<file path="src/rtl/core/pqds_pkg.sv">
// Shared widths, codes and types of the distance-sum engine.
// No dependencies; imported by every file but pqds_ram and the macro header.
package pqds_pkg;

  localparam int unsigned CFG_W       = 7;
  localparam int unsigned INDEX_W     = 14;
  localparam int unsigned VALUE_W     = 32;
  localparam int unsigned GROUP_W     = 64;
  localparam int unsigned CODE_W      = 8;
  localparam int unsigned TAG_W       = 32;
  localparam int unsigned DIST_W      = 38;
  localparam int unsigned GROUP_BYTES = GROUP_W / CODE_W;

  localparam logic [CFG_W-1:0]  CFG_RESET = 7'd64;
  localparam logic [DIST_W-1:0] SUM_MAX   = {DIST_W{1'b1}};

  // Clock edges from accepting the final group to the first edge at which its result can be taken.
  localparam int unsigned RESULT_LATENCY = 7;
  // Result buffer entries; also the bound on results owed at any time.
  localparam int unsigned OUT_DEPTH      = 8;

  typedef enum logic {
    REQ_WRITE = 1'b0,
    REQ_CODES = 1'b1
  } req_type_e;

  typedef struct packed {
    logic             valid;
    logic             last;
    logic [TAG_W-1:0] tag;
  } pqds_side_t;

endpackage

</file>
<file path="src/rtl/core/pqds_if.sv">


interface pqds_out_if
  import pqds_pkg::*;
();
  logic              valid;
  logic              ready;
  logic [DIST_W-1:0] distance;
  logic [TAG_W-1:0]  result_tag;

  modport source (output valid, distance, result_tag, input ready);
  modport sink   (input valid, distance, result_tag, output ready);
endinterface

</file>
<file path="src/rtl/core/pqds_merge.sv">
// Merging stage: adder tree over the lanes, running sum with saturation, result buffer.
// Depends on pqds_pkg and the pqds_out_if interface.
module pqds_merge
  import pqds_pkg::*;
#(
  parameter int unsigned LANES = 8
) (
  input  logic               clk_i,
  input  logic               rst_ni,
  input  pqds_side_t         side_i,
  input  logic [LANES-1:0]   en_i,
  input  logic [VALUE_W-1:0] rdata_i [LANES],
  input  logic               claim_i,
  output logic               space_o,
  pqds_out_if.source         out_o
);

  localparam int unsigned NQ    = (LANES + 3) / 4;
  localparam int unsigned PW    = VALUE_W + 2;
  localparam int unsigned TW    = VALUE_W + $clog2(NQ) + 2;
  localparam int unsigned SUMW  = DIST_W + 1;
  localparam int unsigned PTRW  = (OUT_DEPTH > 1) ? $clog2(OUT_DEPTH) : 1;
  localparam int unsigned LVW   = $clog2(OUT_DEPTH + 1);

  typedef struct packed {
    logic [DIST_W-1:0] sum_val;
    logic [TAG_W-1:0]  tag;
  } result_t;

  logic [PW-1:0]     part_d [NQ];
  logic [PW-1:0]     part_q [NQ];
  logic [TW-1:0]     total_d;
  logic [TW-1:0]     total_q;
  pqds_side_t        side5_q;
  pqds_side_t        side6_q;
  logic [SUMW-1:0]   acc_sum;
  logic [DIST_W-1:0] sat_sum;
  logic [DIST_W-1:0] run_d;
  logic [DIST_W-1:0] run_q;
  logic              push;
  logic              pop;
  result_t           fifo_q [OUT_DEPTH];
  logic [PTRW-1:0]   wptr_q;
  logic [PTRW-1:0]   rptr_q;
  logic [LVW-1:0]    lvl_q;
  logic [LVW-1:0]    cnt_q;

  // First tree level: disabled lanes contribute nothing.
  always_comb begin
    for (int q = 0; q < NQ; q++) begin
      part_d[q] = '0;
    end
    for (int j = 0; j < LANES; j++) begin
      if (en_i[j]) begin
        part_d[j / 4] = part_d[j / 4] + PW'(rdata_i[j]);
      end
    end
  end

  always_comb begin
    total_d = '0;
    for (int q = 0; q < NQ; q++) begin
      total_d = total_d + TW'(part_q[q]);
    end
  end

  always_ff @(posedge clk_i) begin
    part_q  <= part_d;
    total_q <= total_d;
  end

  always_ff @(posedge clk_i or negedge rst_ni) begin
    if (!rst_ni) begin
      side5_q <= '0;
      side6_q <= '0;
    end else begin
      side5_q <= side_i;
      side6_q <= side5_q;
    end
  end

  // All terms are non-negative, so clamping the running total once per group
  // matches clamping after every lane.
  assign acc_sum = {1'b0, run_q} + SUMW'(total_q);
  assign sat_sum = (acc_sum > {1'b0, SUM_MAX}) ? SUM_MAX : acc_sum[DIST_W-1:0];
  assign push    = side6_q.valid && side6_q.last;
  assign pop     = out_o.valid && out_o.ready;

  always_comb begin
    run_d = run_q;
    if (side6_q.valid) begin
      run_d = side6_q.last ? '0 : sat_sum;
    end
  end

  always_ff @(posedge clk_i or negedge rst_ni) begin
    if (!rst_ni) begin
      run_q <= '0;
    end else begin
      run_q <= run_d;
    end
  end

  always_ff @(posedge clk_i) begin
    if (push) begin
      fifo_q[wptr_q] <= '{sum_val: sat_sum, tag: side6_q.tag};
    end
  end

  // cnt_q counts results owed: claimed at input acceptance, released when taken.
  always_ff @(posedge clk_i or negedge rst_ni) begin
    if (!rst_ni) begin
      wptr_q <= '0;
      rptr_q <= '0;
      lvl_q  <= '0;
      cnt_q  <= '0;
    end else begin
      if (push) begin
        wptr_q <= (wptr_q == PTRW'(OUT_DEPTH - 1)) ? '0 : wptr_q + 1'b1;
      end
      if (pop) begin
        rptr_q <= (rptr_q == PTRW'(OUT_DEPTH - 1)) ? '0 : rptr_q + 1'b1;
      end
      lvl_q <= lvl_q + LVW'(push) - LVW'(pop);
      cnt_q <= cnt_q + LVW'(claim_i) - LVW'(pop);
    end
  end

  assign space_o          = cnt_q < LVW'(OUT_DEPTH);
  assign out_o.valid      = lvl_q != '0;
  assign out_o.distance   = fifo_q[rptr_q].sum_val;
  assign out_o.result_tag = fifo_q[rptr_q].tag;

endmodule

</file>
<file path="src/flat_wrapper.sv">
// flat-port wrapper written by rule: the top's interface ports become plain ports
module pqds_merge_flat import pqds_pkg::*;
#(
  parameter int unsigned LANES = 8
)
  (clk_i, rst_ni, side_i, en_i, rdata_i, claim_i, space_o, out_o_valid, out_o_distance, out_o_result_tag, out_o_ready);
  pqds_out_if out_o_i ();
  input  logic clk_i;
  input  logic rst_ni;
  input  pqds_side_t side_i;
  input  logic [LANES-1:0] en_i;
  input  logic [VALUE_W-1:0] rdata_i[LANES];
  input  logic claim_i;
  output logic space_o;
  output wire logic [$bits(out_o_i.valid)-1:0] out_o_valid;
  output wire logic [$bits(out_o_i.distance)-1:0] out_o_distance;
  output wire logic [$bits(out_o_i.result_tag)-1:0] out_o_result_tag;
  input wire logic [$bits(out_o_i.ready)-1:0] out_o_ready;
  assign out_o_valid = out_o_i.valid;
  assign out_o_distance = out_o_i.distance;
  assign out_o_result_tag = out_o_i.result_tag;
  assign out_o_i.ready = out_o_ready;
  pqds_merge #(.LANES(LANES)) u_core (.clk_i(clk_i), .rst_ni(rst_ni), .side_i(side_i), .en_i(en_i), .rdata_i(rdata_i), .claim_i(claim_i), .space_o(space_o), .out_o(out_o_i));
endmodule
</file>
<file path="config.mk">
export PLATFORM = sky130hd
export DESIGN_NAME = pqds_merge_flat
export DESIGN_NICKNAME = d
export VERILOG_FILES = /design/src/rtl/core/pqds_pkg.sv /design/src/rtl/core/pqds_if.sv /design/src/rtl/core/pqds_merge.sv /design/src/flat_wrapper.sv
export SDC_FILE = /design/constraint.sdc
export NUM_CORES = 1
export LEC_CHECK = 0
export ABC_AREA = 0
export BUFFER_PORTS_ARGS = -buffer_cell sky130_fd_sc_hd__buf_2
export CAP_MARGIN = 20
export CORE_MARGIN = 3
export CORE_UTILIZATION = 65
export DETAILED_ROUTE_END_ITERATION = 12
export GPL_TIMING_DRIVEN = 1
export PLACE_DENSITY_LB_ADDON = 0.05
export SLEW_MARGIN = 20
export SYNTH_ARGS = -nofsm -noshare
export SYNTH_HDL_FRONTEND = slang
export SYNTH_SLANG_ARGS = --single-unit
</file>
<file path="constraint.sdc">
create_clock -name clk_i -period 14.56 [get_ports clk_i]
set_input_delay 2.184 -clock clk_i [delete_from_list [all_inputs] [get_ports clk_i]]
set_output_delay 2.184 -clock clk_i [all_outputs]
set_load 0.005 [all_outputs]
</file>
# == After elaboration in Yosys (flattened, before gate mapping) ==
# Memories as Yosys holds them, arrays and structs flattened.
# Cells that the tools add are included.
# classes
eq_ne,2
muxes,14
n_lt_le_gt_ge,2
reduce_logical,3
addsub,14
# ops
op,count
2-to-1 mux 34 bit,6
adder 34 x 32 -> 34 bit,4
2-to-1 mux 38 bit,2
adder 32 x 32 -> 33 bit,2
2-to-1 mux 32 bit,2
adder 38 x 35 -> 39 bit,1
greater-than comparator 39 x 38 -> 1 bit (second input constant),1
adder 34 x 34 -> 35 bit,1
adder 4 x 1 -> 4 bit,2
subtractor 4 x 1 -> 4 bit,2
adder 3 x 1 -> 3 bit (second input constant),2
equality test 3 bit (second input constant),2
2-to-1 mux 3 bit,2
less-than comparator 4 bit (second input constant),1
nonzero test 4 bit,1
logical AND 1 bit,2
2-to-1 mux 1 bit,2
# word_totals
memories,1
regBits,223
ramBits,560
word_cells,50
in_bits,302
# memory_table
name,words,word_bits,rd,rd_ports_with_merged_regs,wr,line_no,text
u_core.fifo_q,8,70,1,0,1,pqds_merge.sv:42,result_t fifo_q [OUT_DEPTH];

# == Depth between registers and ports, before layout ==
# Gate-level depths: netlist of run 1.
# logic_depth
depth_word,7
mapped_depth,39
mapped_depth_nobuf,36

# == Least setup slack after synthesis of run 1 ==
# Ideal clock, no wire load.
# synth_path
path_kind,input to register
start,in en_i[4]
end,reg u_core.part_q[29] (netlist bit)
arrival_time_ps,9130
n_path_buf,4
slack_ps,5309
stages,35
path_cell_list,buf_4 buf_2 clkbuf_1 clkbuf_1 nand2_1 fa_1 inv_1 maj3_2 a32oi_2 a41o_2 a21oi_1 a21o_1 a21oi_1 xnor2_1 mux2_2 ha_1 a21o_1 o41ai_2 a31oi_1 a21o_1 a21o_1 a21o_1 a21oi_1 xnor2_1 mux2_2 ha_1 and2_1 a221oi_1 o211ai_1 a21oi_1 a21bo_2 a21o_1 and2_1 o31a_1 mux2_2
# synth_rtl
item,line_no,text
from (decl),flat_wrapper.sv:11,input logic [LANES-1:0] en_i;
to (signal assigned),pqds_merge.sv:68,part_q <= part_d;
to (decl),pqds_merge.sv:31,logic [PW-1:0] part_q [NQ];

==> impl_metrics.tcl, run 1 <==
set metrics [dict create \
    status "completed" \
    path_clk_slew_ns 0.06 \
    antenna_left 0 \
    grt_pass1_vias 32100 \
    die_h_um 263 \
    grt_start_max_net_pins 76 \
    crit_path_top_delay_cell "buf_2" \
    start_util 0.662 \
    stdcell_area_mm2 0.0483 \
    p_leak_nw 19.6 \
    num_rows 93 \
    vias 31400 \
    wl_mm 121 \
    p_per_area_mw_per_mm2 203 \
    netlist_area_mm2 0.0429 \
    holdBufCountCts 0 \
    synth-async-reset-ratio 0.153 \
    port_buffers 373 \
    synth_fa_ha_area_frac 0.0834 \
    yosys.area_share.xor_xnor 0.0468 \
    clk-insertion-delay-late_ns 0.64 \
    ios 374 \
    fin_nets 4387 \
    root_buffer "clkbuf_16" \
    max_freq_ghz 0.107 \
    netlist-cell-type-count 109 \
    drive_above_1_share 0.231 \
    power_w 0.00981 \
    maxSlewViolCount 0 \
    drc_errors 0 \
    place_area_mm2 0.0456 \
    utilization 0.746 \
    cts_buffers 78 \
    first_pass_iters 8 \
    cts_tree "yes" \
    crit_arrival_ns 9.81 \
    hold_violations 0 \
    drt-initial-drc-count 3371 \
    setup_violations 0 \
    track_usage 0.346 \
    dp.cells 4586 \
    htreeDepth 3 \
    holdCritPathClass "reg2reg" \
    synth_area_per_cell_um2 12.4 \
    synth_cells 3450 \
    postCtsSetupRepairBufs 0 \
    grt_setup_unrepaired "false" \
    slew_headroom 0.242 \
    die_w_um 263 \
    fin_setup_tns_ns 0 \
    area_delta_synth_final_pct 12.8 \
    cts_buffer_depth 3 \
    path_common_cell "a21oi_1" \
    cp_max_fo 50 \
    tightest_slew_ns 1.14 \
    finalCritPeriodShare 0.639 \
    wl_per_cell_um 25.6 \
    dieArea_mm2 0.0691 \
    path_class "in2reg" \
    instances_no_fill 4734 \
    fin_crit_ns 9.31 \
    clock_skew_ns 0.0423 \
    synth_compound_area_frac 0.139 \
    cts_resized 0 \
    grt_pass1_wl_mm 186 \
    start_kind "input pin" \
    cp.required_ns 15.06 \
    core_mm2 0.0648 \
    synth_top_flop_cell "edfxtp_1" \
    avgViaCountPerCell 6.63 \
    place.gp.congestion 0.922 \
    layout_commonest_cell "edfxtp_1" \
    grt-ovfl-total 0 \
    yosys_warnings 0 \
    ys_ff_latch 783 \
    syn-num-nets 4026 \
    cp-end-kind "flip-flop" \
    critPathMaxStageDelay_ns 0.60 \
    antenna_found_initial 5 \
    synth_mux_area_frac 0.119 \
    cap_violations 0 \
    dp_hpwl_mm 77.4 \
    ys_seq_area_frac 0.510 \
    synth_top_family_by_area "compound AO/OA/AOI/OAI gates" \
    final_cell_mix "edfxtp_1 (560), buf_2 (372), ha_1 (264), a21oi_1 (243), nand2_1 (212)" \
    yosys.area_share.simple 0.0788 \
    clock_sinks 783 \
    peakVddDrop_mv 0.120 \
    synth-edff-count 560 \
]
worst paths after layout:
kind	from	to	slack, ns	cells after the start
max	en_i[0]	u_core.part_q[64]	5.25	35
min	u_core.side5_q[33]	u_core.side6_q[33]	0.35	0
max reg2reg	u_core.run_q[0]	u_core.run_q[4]	9.55	15
min reg2reg	u_core.side5_q[33]	u_core.side6_q[33]	0.35	0
max in group asynchronous	rst_ni	u_core.rptr_q[1]	11.58	2
min in group asynchronous	rst_ni	u_core.side5_q[22]	1.55	1
through the flow:
step,setup WS [ns],hold slack [ns]
2_1_floorplan,5.31,0.331
3_3_place_gp,4.98,0.333
3_5_place_dp,4.73,0.336
4_1_cts,5.33,0.349
5_1_grt,4.51,0.348
6_report,5.25,0.351
registers in the layout (all words and copies together) (netlist names):
register	count
u_core.total_q	35
u_core.rptr_q	3
u_core.fifo_q	560
u_core.side6_q	34
u_core.cnt_q	4
u_core.wptr_q	3
u_core.part_q	68
u_core.run_q	38
u_core.side5_q	34
u_core.lvl_q	4
where the power goes:
group,switching [W],internal (W),total [W]
Combinational,0.00247,0.00176,0.00422
Clock,0.000905,0.00122,0.00212
Sequential,0.000304,0.00316,0.00347
Total,0.00368,0.00614,0.00981
cells in the mapped netlist, types with 7 or more instances:
master,number,area (µm²)
o21bai_1,32,240
a41oi_1,8,70.1
mux4_2,140,3150
a22o_1,33,289
dfxtp_1,103,2060
o21ai_0,137,686
nor2b_1,23,144
nand3b_1,8,60.1
buf_1,20,75.1
fa_1,10,200
xor2_1,80,701
or2_2,13,81.3
o21ai_1,26,130
a221o_1,7,70.1
a31oi_1,34,213
o31ai_1,17,128
and3_1,17,106
a21oi_1,243,1220
buf_2,9,45.0
inv_1,134,503
xnor2_1,149,1310
mux2i_1,11,110
clkbuf_1,86,323
a211o_1,9,78.8
nor2_1,173,649
nand4_1,28,175
a311oi_1,8,70.1
or3_1,14,87.6
a21o_1,132,991
edfxtp_1,560,16800
and2_1,45,282
a31o_2,9,78.8
nand3_1,65,325
ha_1,264,3300
o21a_1,41,308
nor3_1,33,165
nand2_1,212,796
o211ai_1,25,188
a21boi_0,7,52.6
o221ai_1,7,61.3
mux2_2,162,1820
a211oi_1,34,255
dfrtp_1,120,3000
nand2b_1,30,188
cells by family after synthesis:
family                     count (synthesis)
AOI/OAI and AO/OA                        887
xor gates and xnor gates                 229
adders and majority gates                281
buffers and inverters                    256
DFF                                      783
muxes                                    314
and+or+nand+nor                          700
area by class of cell:
cell class | count | area, µm²
Clock inverter | 42 | 542
Inverter | 136 | 510
Clock buffer | 102 | 2170
Timing Repair Buffer | 401 | 2080
Multi-Input combinational cell | 2411 | 20100
Tap cell | 855 | 1070
Antenna cell | 4 | 10.0
Fill cell | 3945 | 16500
Sequential cell | 783 | 21900
layer usage:
| metal | track usage | part of all wire |
|---|---|---|
| met2 | 0.612 | 0.51 |
| met1 | 0.420 | 0.36 |
| met3 | 0.0555 | 0.075 |
| met5 | 0 | 0.00011 |
| met4 | 0.152 | 0.048 |
critical path, delay by kind of cell:
family	cells	cell delay, ns
xor+xnor	4	0.53
fa+ha+maj	4	1.33
simple gates	4	0.51
buf+inv	3	0.76
compound gates	19	4.24
mux	1	0.26
Power figures use the tool's default switching activity.
==> run 2, diff against run 1 <==
--- a/config.mk
+++ b/config.mk
@@ -9,7 +9,7 @@
 export BUFFER_PORTS_ARGS = -buffer_cell sky130_fd_sc_hd__buf_2
 export CAP_MARGIN = 20
 export CORE_MARGIN = 3
-export CORE_UTILIZATION = 65
+export CORE_UTILIZATION = 61
 export DETAILED_ROUTE_END_ITERATION = 12
 export GPL_TIMING_DRIVEN = 1
 export PLACE_DENSITY_LB_ADDON = 0.05
==> constraint.sdc (replaced) <==
create_clock -name clk_i -period 8.6 [get_ports clk_i]
set_input_delay 1.29 -clock clk_i [delete_from_list [all_inputs] [get_ports clk_i]]
set_output_delay 1.29 -clock clk_i [all_outputs]
set_load 0.005 [all_outputs]
==> impl_metrics.tcl, run 2 (synthesis results as in run 1) <==
set metrics [dict create \
    cts_tree "yes" \
    top_register "u_core.fifo_q" \
    antenna_left 0 \
    regArea_mm2 0.0219 \
    fin_setup_tns_ns 0 \
    grt_pass1_wl_mm 174 \
    first_pass_iters 7 \
    area_delta_synth_final_pct 13.0 \
    antenna_found_initial 9 \
    cts_buffers 79 \
    cp_max_fo 19 \
    p_sw_w 0.00581 \
    die_w_um 271 \
    holdBufCountCts 0 \
    tightest_slew_ns 1.11 \
    dieArea_mm2 0.0735 \
    layout_commonest_cell "edfxtp_1" \
    die_h_um 271 \
    place_area_mm2 0.0457 \
    cap_violations 0 \
    p_int_w 0.0103 \
    fillers 4698 \
    cts_buffer_depth 3 \
    p_leak_nw 19.5 \
    postCtsSetupRepairBufs 0 \
    track_usage 0.304 \
    peakVddDrop_mv 0.307 \
    drive_above_1_share 0.229 \
    status "completed" \
    max_freq_ghz 0.123 \
    grt_setup_unrepaired "false" \
    largestRegisters "u_core.fifo_q (560), u_core.part_q (68), u_core.run_q (38)" \
    p_clk_frac 0.216 \
    place.gp.congestion 0.925 \
    critPathMaxStageDelay_ns 0.40 \
    utilization 0.702 \
    ios 374 \
    fin_crit_ns 8.10 \
    grt_start_max_net_pins 75 \
    cts_resized 0 \
    largest_register_ff_count 560 \
    slew_headroom 0.259 \
    wl_mm 113 \
    vias 30200 \
    grt_pass1_vias 30800 \
    port_buffers 373 \
    start_util 0.621 \
    dp_hpwl_mm 75.7 \
    swShare 0.360 \
    hold_violations 0 \
    crit_arrival_ns 8.59 \
    final_cell_mix "edfxtp_1 (560), buf_2 (372), ha_1 (264), a21oi_1 (243), nand2_1 (212)" \
    drt-initial-drc-count 2475 \
    finalCritPeriodShare 0.942 \
    num_rows 96 \
    seqPwrFrac 0.358 \
    start_kind "input pin" \
    clk-insertion-delay-late_ns 0.65 \
    cp-end-kind "flip-flop" \
    core_mm2 0.0691 \
    setup_violations 0 \
    wl_per_cell_um 23.4 \
    path_clk_slew_ns 0.06 \
    combPwrFrac 0.426 \
    avgViaCountPerCell 6.27 \
    root_buffer "clkbuf_16" \
    path_class "in2reg" \
    holdCritPathClass "reg2reg" \
    crit_path_top_delay_cell "a2111o_1" \
    multi_input_area_mm2 0.0201 \
    grt-ovfl-total 0 \
    drc_errors 0 \
    cp.required_ns 9.09 \
    fin_nets 4392 \
    p_per_area_mw_per_mm2 333 \
    path_common_cell "a21oi_1" \
    stdcell_area_mm2 0.0485 \
    clock_sinks 783 \
    maxSlewViolCount 0 \
    power_w 0.0161 \
    htreeDepth 3 \
    clock_skew_ns 0.0514 \
]
[run 2: critical path, delay by kind of cell]
family                   cells  cell delay [ns]
adder cells (fa/ha/maj)      4             1.07
AND/OR/NAND/NOR              5             0.55
buffers and inverters        3             0.36
AO/OA/AOI/OAI               20             4.49
XOR/XNOR                     4             0.56
multiplexers                 1             0.26
[run 2: stage by stage]
step | setup slack, ns | instances | hold slack [ns]
2_1_floorplan | 0.243 | 3450 | 0.331
3_3_place_gp | 0.242 | 4666 | 0.332
3_5_place_dp | 0.00112 | 4666 | 0.335
4_1_cts | 0.608 | 4813 | 0.298
5_1_grt | 0.0736 | 4821 | 0.325
6_report | 0.498 | 4821 | 0.310
[run 2: power by group through the flow]
stage | combinational (W) | clock (W) | sequential [W]
floorplan | 0.00502 | 0 | 0.00557
CTS | 0.00687 | 0.00355 | 0.00578
detailed placement | 0.00677 | 0 | 0.00582
global placement | 0.00653 | 0 | 0.00579
finish | 0.00689 | 0.00349 | 0.00577
global route | 0.00752 | 0.00369 | 0.00583
[run 2: path summary, 6_finish.rpt]
path / startpoint / endpoint / slack, ns / cells past startpoint
max reg2reg: u_core.run_q[1] / u_core.fifo_q[6][69] / 4.15 / 12
min: u_core.side5_q[32] / u_core.side6_q[32] / 0.31 / 0
max in group asynchronous: rst_ni / u_core.side5_q[31] / 6.58 / 2
min reg2reg: u_core.side5_q[32] / u_core.side6_q[32] / 0.31 / 0
max: en_i[0] / u_core.part_q[64] / 0.50 / 37
min in group asynchronous: rst_ni / u_core.side6_q[21] / 0.64 / 1
[run 2: final cells by class]
cell class              count  share of cell area
clock inverters            39              0.0102
well taps                 931              0.0240
inverters                 136              0.0105
repair buffers            405              0.0439
multi-input cells        2411               0.414
diodes                      8            0.000413
flip-flops and latches    783               0.452
clock buffers             108              0.0454
[run 2: metal layers]
layer  up-vias  GRT usage  part of all wire
met5         -          0                 0
met4         0      0.107             0.033
met3       211     0.0340             0.051
met2      1103      0.553              0.53
met1     15000      0.376              0.39
li1      13900          -                 -
